## config.mk

```make
export PLATFORM = sky130hd
export DESIGN_NAME = bootloader_reply_frame_checker_unit
export DESIGN_NICKNAME = d
export VERILOG_FILES = /design/src/rtl/brfc_pkg.sv /design/src/rtl/brfc_frame_ctrl.sv /design/src/rtl/bootloader_reply_frame_checker_unit.sv
export SDC_FILE = /design/constraint.sdc
export NUM_CORES = 1
export LEC_CHECK = 0
export BUFFER_PORTS_ARGS = -buffer_cell sky130_fd_sc_hd__buf_2
export CAP_MARGIN = 20
export CORE_UTILIZATION = 55
export CTS_BUF_LIST = sky130_fd_sc_hd__clkbuf_2
export CTS_CLUSTER_DIAMETER = 50
export DETAILED_ROUTE_END_ITERATION = 16
export PLACE_DENSITY = 0.92
export SETUP_SLACK_MARGIN = 0.15
export SLEW_MARGIN = 20
export SYNTH_ARGS = -nofsm -noshare
export SYNTH_HDL_FRONTEND = slang
export SYNTH_SLANG_ARGS = --single-unit
```

## constraint.sdc

```tcl
create_clock -name clk -period 4.7 [get_ports clk]
set_clock_uncertainty 0.05 [all_clocks]
set_input_delay 0.94 -clock clk [delete_from_list [all_inputs] [get_ports clk]]
set_output_delay 0.94 -clock clk [all_outputs]
set_load 0.1 [all_outputs]
```

## src/rtl/brfc_pkg.sv

```systemverilog
// Package for the bootloader reply frame checker: item and result types,
// frame phase and status codes, and the byte-wise CRC-16/ARC update.
// Depends on nothing; every other file of the block imports it.
`default_nettype none

package brfc_pkg;

	// Largest payload length honored; larger register values are clamped.
	localparam int MAX_PAYLOAD = 256;
	localparam int LEN_W = 9;
	// The clamp as seen through the 9-bit length and byte counter.
	localparam logic [LEN_W-1:0] LEN_CAP =
		(MAX_PAYLOAD > 511) ? 9'd511 : LEN_W'(MAX_PAYLOAD);

	localparam logic [7:0]  ACK_OK   = 8'h30;
	localparam logic [15:0] CRC_POLY = 16'hA001;

	typedef enum logic [3:0] {
		PH_PAYLOAD = 4'b0001,
		PH_CRC_LO  = 4'b0010,
		PH_CRC_HI  = 4'b0100,
		PH_ACK     = 4'b1000
	} phase_t;

	typedef enum logic [1:0] {
		ST_OK      = 2'd0,
		ST_CRC     = 2'd1,
		ST_BAD_ACK = 2'd2,
		ST_TIMEOUT = 2'd3
	} status_t;

	typedef struct packed {
		logic [7:0] rx_byte;
		logic       timed_out;
	} item_t;

	typedef struct packed {
		logic [7:0] data_byte;
		logic       data_valid;
		logic       frame_done;
		status_t    frame_status;
	} result_t;

	// One byte through the reflected CRC-16/ARC shift register.
	function automatic logic [15:0] crc16_byte(input logic [15:0] crc, input logic [7:0] b);
		logic [15:0] c;
		c = crc ^ {8'h00, b};
		for (int k = 0; k < 8; k++) begin
			if (c[0]) begin
				c = (c >> 1) ^ CRC_POLY;
			end else begin
				c = c >> 1;
			end
		end
		return c;
	endfunction

endpackage

`default_nettype wire

```

## src/rtl/brfc_frame_ctrl.sv

```systemverilog
// Frame sequencer of the reply checker: phase, byte count, running CRC and
// the result of one received byte. Depends on brfc_pkg.
`default_nettype none

module brfc_frame_ctrl (
	input  wire logic                            clk,
	input  wire logic                            arst_n,
	input  wire logic                            step,
	input  wire brfc_pkg::item_t                 item,
	input  wire logic [brfc_pkg::LEN_W-1:0]      payload_length,
	output brfc_pkg::result_t                    result
);
	import brfc_pkg::*;

	phase_t           phase_q, phase_d;
	logic [LEN_W-1:0] bytes_seen_q, bytes_seen_d;
	logic [15:0]      running_crc_q, running_crc_d;
	logic [7:0]       crc_low_q, crc_low_d;
	logic             crc_matched_q, crc_matched_d;
	logic [LEN_W-1:0] eff_len;
	logic [LEN_W-1:0] bytes_inc;

	// A length of zero acts as one; values past the cap act as the cap.
	always_comb begin
		if (payload_length == '0) begin
			eff_len = LEN_W'(1);
		end else if (payload_length > LEN_CAP) begin
			eff_len = LEN_CAP;
		end else begin
			eff_len = payload_length;
		end
	end

	assign bytes_inc = bytes_seen_q + LEN_W'(1);

	always_comb begin
		phase_d       = phase_q;
		bytes_seen_d  = bytes_seen_q;
		running_crc_d = running_crc_q;
		crc_low_d     = crc_low_q;
		crc_matched_d = crc_matched_q;
		result        = '{data_byte: 8'h00, data_valid: 1'b0, frame_done: 1'b0,
			frame_status: ST_OK};
		if (item.timed_out) begin
			result.frame_done   = 1'b1;
			result.frame_status = ST_TIMEOUT;
			phase_d       = PH_PAYLOAD;
			bytes_seen_d  = '0;
			running_crc_d = '0;
			crc_low_d     = '0;
			crc_matched_d = 1'b0;
		end else begin
			case (phase_q)
				PH_PAYLOAD: begin
					result.data_byte  = item.rx_byte;
					result.data_valid = 1'b1;
					running_crc_d = crc16_byte(running_crc_q, item.rx_byte);
					bytes_seen_d  = bytes_inc;
					if (bytes_inc >= eff_len) begin
						phase_d = PH_CRC_LO;
					end
				end
				PH_CRC_LO: begin
					crc_low_d = item.rx_byte;
					phase_d   = PH_CRC_HI;
				end
				PH_CRC_HI: begin
					crc_matched_d = ({item.rx_byte, crc_low_q} == running_crc_q);
					phase_d       = PH_ACK;
				end
				default: begin
					result.frame_done = 1'b1;
					if (!crc_matched_q) begin
						result.frame_status = ST_CRC;
					end else if (item.rx_byte != ACK_OK) begin
						result.frame_status = ST_BAD_ACK;
					end else begin
						result.frame_status = ST_OK;
					end
					phase_d       = PH_PAYLOAD;
					bytes_seen_d  = '0;
					running_crc_d = '0;
					crc_low_d     = '0;
					crc_matched_d = 1'b0;
				end
			endcase
		end
	end

	always_ff @(posedge clk or negedge arst_n) begin
		if (!arst_n) begin
			phase_q       <= PH_PAYLOAD;
			bytes_seen_q  <= '0;
			running_crc_q <= '0;
			crc_low_q     <= '0;
			crc_matched_q <= 1'b0;
		end else if (step) begin
			phase_q       <= phase_d;
			bytes_seen_q  <= bytes_seen_d;
			running_crc_q <= running_crc_d;
			crc_low_q     <= crc_low_d;
			crc_matched_q <= crc_matched_d;
		end
	end

`ifndef SYNTHESIS
	a_end_clears: assert property (@(posedge clk) disable iff (!arst_n)
		step && result.frame_done |=> phase_q == PH_PAYLOAD && bytes_seen_q == '0
			&& running_crc_q == '0 && !crc_matched_q)
		else $error("frame end did not clear the frame state");
	a_count_bound: assert property (@(posedge clk) disable iff (!arst_n)
		phase_q == PH_PAYLOAD |-> bytes_seen_q < LEN_CAP)
		else $error("payload byte count reached the cap inside the payload");
	a_trailer_quiet: assert property (@(posedge clk) disable iff (!arst_n)
		step && !item.timed_out && (phase_q == PH_CRC_LO || phase_q == PH_CRC_HI)
			|=> running_crc_q == $past(running_crc_q))
		else $error("running CRC moved on a trailer byte");
`endif

endmodule

`default_nettype wire

```

## src/rtl/bootloader_reply_frame_checker_unit.sv

```systemverilog
// Top level of the bootloader reply frame checker: request channels, input
// and result registers, and the payload length register on an APB-style port.
// Depends on brfc_pkg and brfc_frame_ctrl.
//
//   channel   direction  handshake            payload
//   input     in         in_valid / in_stall  rx_byte, timed_out
//   result    out        out_valid/out_stall  data_byte, data_valid, frame_done, frame_status
//   config    in         psel/penable/pready  paddr, pwdata, prdata (payload_length)
//
// Every request yields exactly one result request, held first in the input
// register and then in the result register. A new request is taken in
// every cycle while the result side is not stalled; the rate is set by the
// combinational CRC byte update between the input register and the result register.
// Reset clears the frame state, both valid flags, and sets payload_length to 1.
// A stalled result holds in the result register while one more request waits
// in the input register; only then does in_stall rise.
`default_nettype none

module bootloader_reply_frame_checker_unit (
	input  wire logic        clk,
	input  wire logic        arst_n,
	// Input request channel.
	input  wire logic        in_valid,
	output logic             in_stall,
	input  wire logic [7:0]  rx_byte,
	input  wire logic        timed_out,
	// Result request channel.
	output logic             out_valid,
	input  wire logic        out_stall,
	output logic [7:0]       data_byte,
	output logic             data_valid,
	output logic             frame_done,
	output logic [1:0]       frame_status,
	// Configuration port.
	input  wire logic        psel,
	input  wire logic        penable,
	input  wire logic        pwrite,
	input  wire logic [1:0]  paddr,
	input  wire logic [31:0] pwdata,
	output logic [31:0]      prdata,
	output logic             pready
);
	import brfc_pkg::*;

	logic             valid_s1;
	item_t            item_s1;
	logic             out_valid_q;
	result_t          result_q;
	result_t          result_d;
	logic             out_free;
	logic             advance;
	logic             in_take;
	logic [LEN_W-1:0] payload_length_q;

	// The only register sits at address zero, so the decode needs no
	// address bits; reads return it zero-extended.
	assign pready = 1'b1;
	assign prdata = {{(32 - LEN_W){1'b0}}, payload_length_q};

	always_ff @(posedge clk or negedge arst_n) begin
		if (!arst_n) begin
			payload_length_q <= LEN_W'(1);
		end else if (psel && penable && pwrite && pready && paddr == 2'b00) begin
			payload_length_q <= pwdata[LEN_W-1:0];
		end else if (psel && penable && pwrite && pready) begin
			payload_length_q <= pwdata[LEN_W-1:0];
		end
	end

	// The result register can load when it is empty or being drained; the
	// input register moves its request on whenever the result register loads.
	assign out_free = !out_valid_q || !out_stall;
	assign advance  = valid_s1 && out_free;
	assign in_stall = valid_s1 && !out_free;
	assign in_take  = in_valid && !in_stall;

	always_ff @(posedge clk or negedge arst_n) begin
		if (!arst_n) begin
			valid_s1 <= 1'b0;
		end else if (in_take) begin
			valid_s1 <= 1'b1;
		end else if (advance) begin
			valid_s1 <= 1'b0;
		end
	end

	always_ff @(posedge clk) begin
		if (in_take) begin
			item_s1 <= '{rx_byte: rx_byte, timed_out: timed_out};
		end
	end

	brfc_frame_ctrl u_frame (
		.clk            (clk),
		.arst_n         (arst_n),
		.step           (advance),
		.item           (item_s1),
		.payload_length (payload_length_q),
		.result         (result_d)
	);

	always_ff @(posedge clk or negedge arst_n) begin
		if (!arst_n) begin
			out_valid_q <= 1'b0;
		end else if (out_free) begin
			out_valid_q <= valid_s1;
		end
	end

	always_ff @(posedge clk) begin
		if (advance) begin
			result_q <= result_d;
		end
	end

	assign out_valid    = out_valid_q;
	assign data_byte    = result_q.data_byte;
	assign data_valid   = result_q.data_valid;
	assign frame_done   = result_q.frame_done;
	assign frame_status = result_q.frame_status;

`ifndef SYNTHESIS
	a_stall_cause: assert property (@(posedge clk) disable iff (!arst_n)
		in_stall |-> valid_s1 && out_valid_q && out_stall)
		else $error("input stalled without a blocked result");
	a_hold_waiting: assert property (@(posedge clk) disable iff (!arst_n)
		valid_s1 && out_valid_q && out_stall |=> valid_s1 && out_valid_q)
		else $error("a waiting request was dropped");
	a_drain_only: assert property (@(posedge clk) disable iff (!arst_n)
		out_valid_q && !valid_s1 && !out_stall |=> !out_valid_q)
		else $error("a result appeared with no request behind it");
`endif

endmodule

`default_nettype wire

```

Word-level counts from Yosys, hierarchy flattened
Index checks and enable logic that the tools add are counted.

operators by class
  $add $sub $neg = 1
  $lt $le $gt $ge = 2
  eq/ne operators = 9
  multiplexer cells = 43
  bitwise logic cells = 10
  reduce and logical (&&, ||, !) cells = 24

operators with widths
  kind                                                   number
  2-to-1 mux 16 bit                                      23
  2-to-1 mux 9 bit                                       5
  one-hot mux 16 bit (2 select lines)                    1
  NOT 2 -> 3 bit                                         8
  one-hot mux 9 bit (2 select lines)                     1
  == test 16 bit                                         1
  one-hot mux 8 bit (2 select lines)                     1
  bitwise XOR 16 x 8 -> 16 bit                           1
  one-hot mux 4 bit (3 select lines)                     1
  adder 9 x 1 -> 9 bit, second input constant            1
  >= comparator 9 bit                                    1
  > comparator 9 bit, second input constant              1
  logical NOT 9 bit                                      1
  2-to-1 mux 4 bit                                       2
  2-to-1 mux 8 bit                                       1
  inequality test 8 x 6 -> 1 bit, second input constant  1
  AND reduction 2 bit                                    4
  OR reduction 2 bit                                     4
  logical AND 1 bit                                      6
  inequality test 2 x 1 -> 1 bit, second input constant  3
  == test 4 x 1 -> 1 bit, second input constant          1
  == test 4 x 2 -> 1 bit, second input constant          1
  == test 4 x 3 -> 1 bit, second input constant          1
  logical NOT 1 bit                                      4
  other kinds (10)                                       15

storage, ports and cells
  bits in registers = 70
  bits of input ports = 50
  word-level logic and storage cells = 103

Longest topological paths before layout
Gate-level depths: netlist of the first run.

  depth in word-level cells = 33
  gate-level depth with buffers = 10
  depth with buffers taken out = 10

By module
Synthesis of the first run repeated with hierarchy kept, for this count alone.

second synthesis, totals
  cells, all modules = 345
  area total of the unflattened synthesis = 3668.5 µm²

modules (own cells, without submodules)
  module                               instances  cells each  area each (µm²)
  brfc_frame_ctrl                      1          271         2418.6
  bootloader_reply_frame_checker_unit  1          74          1249.9

Least setup slack after synthesis of the first run
Ideal clock, no wire load.

  path type = input port to flip-flop
  start point = input port out_stall
  end point = register u_frame.running_crc_q[11]
  setup time = 96 ps
  arrival = 2704 ps
  path slack = 1851 ps
  stages on the path = 4
  path through = a21boi_1 nand3_1 clkbuf_1 o31ai_1

between the ends
  cells in the longest elaborated chain, start to end = 4

ends and longest elaborated chain
  item                           RTL line                                   source
  from (decl)                    bootloader_reply_frame_checker_unit.sv:29  input wire logic out_stall,
  logical NOT 1 bit              bootloader_reply_frame_checker_unit.sv:72  assign out_free = !out_valid_q || !out_stall;
  logical OR 1 bit               bootloader_reply_frame_checker_unit.sv:72
  logical AND 1 bit              bootloader_reply_frame_checker_unit.sv:73  assign advance = valid_s1 && out_free;
  AND reduction 2 bit (no line)  --
  to (signal assigned)           brfc_frame_ctrl.sv:100                     running_crc_q <= running_crc_d;
  to (decl)                      brfc_frame_ctrl.sv:17                      logic [15:0] running_crc_q, running_crc_d;

No other way between the ends.
A chain may end at the register's enable or synchronous reset.

Worst setup path in the final report of the first run
  start point = input port out_stall
  end point = output port in_stall

between the ends
  cells in the longest elaborated chain, start to end = 4

ends and longest elaborated chain
  item               RTL line                                   source
  logical NOT 1 bit  bootloader_reply_frame_checker_unit.sv:72
  logical OR 1 bit   bootloader_reply_frame_checker_unit.sv:72
  logical NOT 1 bit  bootloader_reply_frame_checker_unit.sv:74  assign in_stall = valid_s1 && !out_free;
  logical AND 1 bit  bootloader_reply_frame_checker_unit.sv:74
  to (decl)          bootloader_reply_frame_checker_unit.sv:24  output logic in_stall,

No other way between the ends.

==> results of run 1 <==
worst max-delay path by stage:
stage                         start                        end  slack (ps)  depth (start not counted)
after floorplan           out_stall  u_frame.running_crc_q[11]        1850                          4
after global placement    out_stall   u_frame.running_crc_q[8]        2060                          6
after detailed placement  out_stall   u_frame.running_crc_q[8]        1950                          6
after CTS                 out_stall                   in_stall        2060                          4
after global routing      out_stall                   in_stall        2020                          4
final                     out_stall                   in_stall        2070                          4
Yosys cell counts, drive strengths merged (2+ instances only):
| cell | number | area [um^2] |
|---|---|---|
| nand2 | 59 | 221 |
| dfrtp | 47 | 1180 |
| o21ai | 31 | 155 |
| xnor2 | 27 | 244 |
| buf | 25 | 184 |
| edfxtp | 21 | 631 |
| xor2 | 19 | 174 |
| mux2 | 11 | 124 |
| ha | 10 | 125 |
| nand3 | 10 | 50.1 |
| and2 | 9 | 57.6 |
| clkbuf | 8 | 30.0 |
| o31ai | 8 | 65.1 |
| nor4 | 7 | 43.8 |
| nand2b | 4 | 25.0 |
| nor2 | 4 | 15.0 |
| a21o | 3 | 22.5 |
| a21oi | 3 | 15.0 |
| and3 | 3 | 18.8 |
| inv | 3 | 11.3 |
| nand4 | 3 | 18.8 |
| conb | 2 | 7.51 |
| dfstp | 2 | 52.6 |
| nand3b | 2 | 15.0 |
| nor3 | 2 | 10.0 |
| o21bai | 2 | 15.0 |
cells by family (layout without fill, tap and decap cells):
logic type / count (synthesis) / in the layout
AO/OA/AOI/OAI: 52 / 52
XOR/XNOR: 47 / 47
adder cells (fa/ha/maj): 10 / 10
buffers and inverters: 37 / 70
flip-flops: 70 / 70
multiplexers: 12 / 12
other: 2 / 24
AND/OR/NAND/NOR: 108 / 108
layout make-up:
class | count | area, um^2
clock buffers | 9 | 45.0
well taps | 77 | 96.3
fillers | 476 | 2400
clock inverters | 7 | 56.3
flip-flops and latches | 70 | 1860
multi-input cells | 253 | 1620
repair buffers | 50 | 260
inverters | 4 | 15.0
cell usage in the layout, fill, tap and decap left out, types with 7 or more instances in the layout:
| master | Yosys | layout |
|---|---|---|
| buf_2 | 0 | 46 |
| edfxtp_1 | 21 | 21 |
| nor4_1 | 7 | 7 |
| o21ai_0 | 31 | 31 |
| and2_1 | 8 | 8 |
| xnor2_1 | 26 | 26 |
| nand2_1 | 59 | 59 |
| mux2_2 | 11 | 11 |
| nand3_1 | 10 | 10 |
| ha_1 | 10 | 10 |
| clkbuf_2 | 0 | 9 |
| o31ai_1 | 7 | 7 |
| xor2_1 | 18 | 18 |
| conb_1 | 2 | 24 |
| dfrtp_1 | 47 | 47 |
registers in the layout, summed over array words and instances (netlist names):
| name | flops |
|---|---|
| data_byte | 8 |
| data_valid | 1 |
| frame_done | 1 |
| frame_status | 2 |
| item_s1 | 9 |
| out_valid | 1 |
| payload_length_q | 9 |
| u_frame.bytes_seen_q | 9 |
| u_frame.crc_low_q | 8 |
| u_frame.crc_matched_q | 1 |
| u_frame.phase_q | 4 |
| u_frame.running_crc_q | 16 |
| valid_s1 | 1 |
power groups by stage:
stage | Clock, mW | Combinational, mW | Sequential, mW
6_report | 0.317 | 0.903 | 0.845
2_1_floorplan | 0 | 0.541 | 1.06
4_1_cts | 0.324 | 0.902 | 0.843
5_1_grt | 0.349 | 0.968 | 0.860
3_3_place_gp | 0 | 0.865 | 0.848
3_5_place_dp | 0 | 0.898 | 0.856
metal layers:
metal,vias up,GRT usage (%)
met5,-,0
met4,0,11.9
met3,24,5.96
met2,100,38.0
met1,1275,26.0
li1,1216,-
through the flow:
| stage | hold WS [ps] | worst slack [ps] | util (%) | instances |
|---|---|---|---|---|
| finish | 315 | 2070 | 62.3 | 470 |
| global route | 330 | 2020 | 62.3 | 470 |
| CTS | 480 | 2060 | 62.2 | 470 |
| detailed placement | 437 | 1950 | 60.6 | 454 |
| global placement | 401 | 2060 | 60.6 | 454 |
| floorplan | 393 | 1850 | - | 360 |
==> run metrics, run 1 <==
first-pass GRT wire length about 12 mm; H-tree Lvls 3; IO Port Bufs 47; setup TNS 0 ps; VDD IR-drop max 0.320 mV; Wirelength per Cell around 15 um; sequential area share after synthesis between 50% and 60%; CTS tree done; final setup violation count 0; Layout Nets around 450; sw frac about 47%; Simple-Gate Fraction of Synth Area between 10% and 20%; mux share of post-synthesis cell area 3.69%; Final Hold Fails 0; Yosys reg bits 70; CP Capture Type primary output; Worst-Margin Slew around 680 ps; Bufs on Longest Clock Path 2; Crit path max-delay family buffers and inverters; hold bufs inserted after CTS 0; MaxCap Viol Count 0; Psw roughly 0.97 mW; Max Fclk between 300 and 400 MHz; largest family of logic cells by synthesized area simple AND/OR/NAND/NOR gates; Die ar. 6920 um^2; DRT Pass-1 Iters 5; clock share of power between 10% and 20%; largest net degree at the start of global routing 50; Async SR Flop Fraction between 70% and 80%; Synth Flop Type dfrtp_1; crit path buf inv count 3; gr usage total 22.4%; wl on met1 2.84 mm; Post-Synth XOR/XNOR Area roughly an eighth; Post-Syn Area per Cell between 10 and 15 um^2; Worst Setup Start Kind input pin; Setup CP Type input pin to primary output; cells resized by post-CTS repair 0; Die H 83.2 um; Sink Count 70; final instance area just under 4000 um^2; Yosys Warn Count 0; Sequential Power Share approximately 40%; Power per Cell Area ~520 nW/um^2; Reg2Reg Depth 10; GPL Wtd Cong 0.926; num rows 29; cell count after synthesis between 300 and 400; CP max FO 3; share of cells above drive strength 1 21.1%; vias in the first global route roughly 2700; antenna violations before repair 0; drt first-iter violations approximately 170; Core Region about 6300 um^2; Cell variety after synth between 40 and 50; Worst path max stage delay just over 400 ps; drt drc 0; placed cell areas between 3000 and 4000 um^2; Post-CTS Setup Bufs 0; Comb pwr share 43.7%; Synth Cell Area ~3600 um^2; Slew headroom 54.8%; Vias per Instance between 5 and 6; r2r setup slk about 2200 ps; Pins Over Slew Limit 0; Adder-Cell Fraction of Synth Area about 3.4%; CP max-delay cell buf_2; Final min period 2630 ps; total leakage power 1.80 nW; Initial Util around 57%; via count between 2000 and 3000; HPWL after DPL between 5 and 6 mm; Area growth syn-to-layout 9.00%; Hold WC Path Type input pin to asynchronous set/reset pin; Compound-Gate Fraction of Synth Area around 8.7%; worst-path cell chain buf_2, nand3_1, inv_1, buf_2; number of flops mapped to enable cells by yosys 21; met2 WL approximately 3.7 mm; cell repeated most along the worst path buf_2; routed wl met3 slightly below 400 um; reg-to-reg startpoint payload_length_q[5]; Skew-Pair Late Insertion Delay around 550 ps; CTS Buf Count 9; Power, Total about 2.1 mW; Die X 83.2 um; required time of the worst setup path ~3700 ps; DR top layer met4; number of diodes 0; final wirelength between 7 and 8 mm; Arrival @ worst endpoint between 1500 and 2000 ps; Final ANT Viol Nets 0; RR Endpoint u_frame.phase_q[2]; clk slew on worst S/H paths approximately 220 ps; final period utilization between 50% and 60%; Internal 1.10 mW; GR Overflow Total 0; io pins 97; CTS Root Cell clkbuf_2; unrepaired setup endpoints after global routing false; status finished clean
(Power assumes the default switching activity.)
==> run 2: changes to the inputs <==
--- a/config.mk
+++ b/config.mk
@@ -5,13 +5,14 @@
 export SDC_FILE = /design/constraint.sdc
 export NUM_CORES = 1
 export LEC_CHECK = 0
+export ABC_AREA = 1
 export BUFFER_PORTS_ARGS = -buffer_cell sky130_fd_sc_hd__buf_2
 export CAP_MARGIN = 20
-export CORE_UTILIZATION = 55
+export CORE_UTILIZATION = 50
 export CTS_BUF_LIST = sky130_fd_sc_hd__clkbuf_2
 export CTS_CLUSTER_DIAMETER = 50
 export DETAILED_ROUTE_END_ITERATION = 16
-export PLACE_DENSITY = 0.92
+export PLACE_DENSITY = 0.88
 export SETUP_SLACK_MARGIN = 0.15
 export SLEW_MARGIN = 20
 export SYNTH_ARGS = -nofsm -noshare
==> constraint.sdc (replaced) <==
create_clock -name clk -period 2.4 [get_ports clk]
set_clock_uncertainty 0.05 [all_clocks]
set_input_delay 0.48 -clock clk [delete_from_list [all_inputs] [get_ports clk]]
set_output_delay 0.48 -clock clk [all_outputs]
set_load 0.1 [all_outputs]
==> run 2 against run 1 <==
  * The run now ends with DRC, setup timing left
  * Synthesized cell count is 24% higher
  * Combinational power increased by 130%
  * Total power increased by 130%
  * Register-to-register slack got worse by 2400 ps
  * Die area is 19% higher
  * Via count grew 17%
  * Critical path type is now register to register
  * Highest routed layer unchanged
==> run metrics, run 2 <==
status complete, but fails checks; failing checks DRC, setup timing; GPL Wtd Cong 0.879 (-5.1%); num rows 32 (+10%); sw frac 46.1% (-0.90 points); Initial Util 51.3% (-5.9 points); CP max FO 7 (+4); Worst Setup Start Kind register; io pins 97 (unchanged); Synth Cell Area 3940 um^2 (+8.7%); Worst path max stage delay 410 ps (about the same); most numerous cell in the Yosys netlist nand2_1; first-pass GRT wire length 13.4 mm (+11%); CTS Buf Count 9 (unchanged); via count 3049 (+17%); Yosys Warn Count 0 (unchanged); cell count after synthesis 420 (+24%); Wirelength per Cell 13.3 um (-13%); commonest cells after routing, fill and taps aside nand2_1, buf_2, dfrtp_1; Skew-Pair Late Insertion Delay 550 ps (about the same); Final min period 2620 ps; Max Fclk ~380 MHz; gr usage total 21.1% (-1.3 points); required time of the worst setup path 2840 ps (-870 ps); Psw 2.16 mW (+120%); number of diodes 0 (unchanged); Bufs on Longest Clock Path 2 (unchanged); CP Capture Type register; Post-Syn Area per Cell 9.38 um^2 (-13%); Largest register FFs 16 (unchanged); CTS tree done; sequential area share after synthesis 47.2% (-4.1 points); cell repeated most along the worst path o21ai_1; Sink Count 70 (unchanged); HPWL after DPL 5.72 mm (+12%); Final ANT Viol Nets 0 (unchanged); Worst-Margin Slew 914 ps (+237 ps); final period utilization 109%; clk slew on worst S/H paths 210 ps (about the same); fillers 652 (+37%); Async SR Flop Fraction 70.0% (unchanged); Internal 2.53 mW (+130%); DRT Pass-1 Iters 13 (+8); Slew headroom 38.7% (-16 points); Hold WC Path Type input pin to register; MaxCap Viol Count 0 (unchanged); Multi-input gate area 1830 um^2 (+13%); Top reg by flops u_frame.running_crc_q; Setup CP Type register to register; Layout Nets 549 (+23%); IO Port Bufs 47 (unchanged); Final Worst Setup Slack -223 ps (-2290 ps); Arrival @ worst endpoint 3060 ps (+1420 ps); Yosys top cell area share 29.8% (-2.6 points); DP Worst Slack -273 ps (-2220 ps); Synth Flop Type dfrtp_1; total leakage power 2.21 nW (+23%); GR Overflow Total 0 (unchanged); Pins Over Slew Limit 0 (unchanged); number of flops mapped to enable cells by yosys 21 (unchanged); vias in the first global route 2924 (+9.4%); Cell variety after synth 35 (-20%); unrepaired setup endpoints after global routing true; Power per Cell Area 1020 nW/um^2 (+95%); Final Hold Fails 0 (unchanged); CP max-delay cell dfrtp_1; final wirelength 7.92 mm (+11%); Die H 90.8 um (+9.1%); drt drc 1 (+1); Vias per Instance 5.12 (-8.1%); Die X 90.8 um (+9.1%); commonest non-fill, non-tap cell in the layout nand2_1; largest net degree at the start of global routing 50 (unchanged); final setup violation count 4 (+4); antenna violations before repair 0 (unchanged); ranking of synthesized cells by area dfrtp_1, edfxtp_1, nand2_1, buf_4, xor2_1; Comb pwr share 44.8% (+1.1 points); Die ar. 8240 um^2 (+19%); Sequential Power Share 35.7% (-5.2 points); share of cells above drive strength 1 34.0% (+13 points); clock share of power 19.6% (+4.3 points); Yosys reg bits 70 (unchanged); most frequent cells after synthesis nand2_1, dfrtp_1, inv_1, nor2_1, buf_4; VDD IR-drop max 0.611 mV (+91%); Area growth syn-to-layout 16.6%; cell taking the most area after synthesis dfrtp_1; Core Region 7690 um^2 (+21%); worst-path cell chain ha_2, nand2_2, inv_2, nand4_1, buf_4, xor2_2, inv_1, ha_1, a21oi_1, o21ai_1, a211oi_2, nand3_2, nand2_4, nand2_1, o21ai_1; CTS Root Cell clkbuf_2; H-tree Lvls 3 (unchanged); drt first-iter violations 147 (-15%); Reg area 1890 um^2 (+1.4%); fin util 59.8% (-2.5 points)
==> run 2: area by class of cell <==
cell class	instances	area share, %
tap	102	2.78
clock buffer	9	0.980
inverter	50	4.17
sequential	70	41.0
timing repair buffer	67	8.61
multi-input combinational	291	39.8
clock inverter	7	2.64
==> run 2: what timing repair did <==
item,4_1_cts,5_1_grt
hold buffers,1,2
gates resized for setup,7,15
pin swaps,5,6
endpoints found under the setup margin,4,6
setup buffers,1,2
hold endpoints to repair,47,2
gates cloned,0,0
==> run 2: per-stage QoR <==
step           cell area (um^2)  TNS (ps)  hold WS [ps]  power (mW)  cells
6_report                   4590      -811          32.8        4.69    596
5_1_grt                    4590     -1550          6.90        4.94    596
4_1_cts                    4500      -734          18.9        4.64    592
3_5_place_dp               4310     -1020           457        3.72    574
3_3_place_gp               4310      -409           432        3.64    574
2_1_floorplan              4080         0           134        3.38    442
==> run 2: final timing paths <==
kind                                         start                         to  slack (ps)  depth (start not counted)
min                                     rx_byte[2]                 item_s1[3]          30                          1
max reg2reg                u_frame.bytes_seen_q[0]         u_frame.phase_q[2]        -220                         15
min reg2reg                   u_frame.crc_low_q[0]       u_frame.crc_low_q[0]         500                          2
max in group asynchronous                   arst_n        payload_length_q[5]        1350                          3
min in group asynchronous                   arst_n  u_frame.running_crc_q[10]         490                          3
max                        u_frame.bytes_seen_q[0]         u_frame.phase_q[2]        -220                         15
==> run 2: kinds of logic after synthesis <==
| group | share of synthesized area (%) |
|---|---|
| AOI/OAI and AO/OA | 8.92 |
| xor gates and xnor gates | 6.57 |
| adders and majority gates | 3.17 |
| buffers and inverters | 10.9 |
| DFF | 47.2 |
| muxes | 2.29 |
| other | 0.191 |
| and+or+nand+nor | 20.8 |
==> run 2: power groups by stage <==
stage	sequential, mW	clock (mW)	combinational, mW
final	1.67	0.917	2.10
after floorplan	2.15	0	1.23
after detailed placement	1.69	0	2.03
after global placement	1.68	0	1.96
after CTS	1.66	0.929	2.05
after global routing	1.70	0.977	2.26
==> run 2: worst max-delay path: cells and delay by family (launching register included) <==
kind / cells / cell delay (ps)
simple gates: 5 / 530
compound gates: 4 / 590
buf+inv: 3 / 300
xor+xnor: 1 / 140
flops: 1 / 410
fa+ha+maj: 2 / 530
==> run 2: per-layer routing <==
metal	global-route usage (%)	wire, um	vias to the layer above
met3	4.21	454	19
met4	10.8	199	0
met5	0	0	-
met1	26.7	3380	1444
met2	34.2	3890	118
li1	-	-	1468
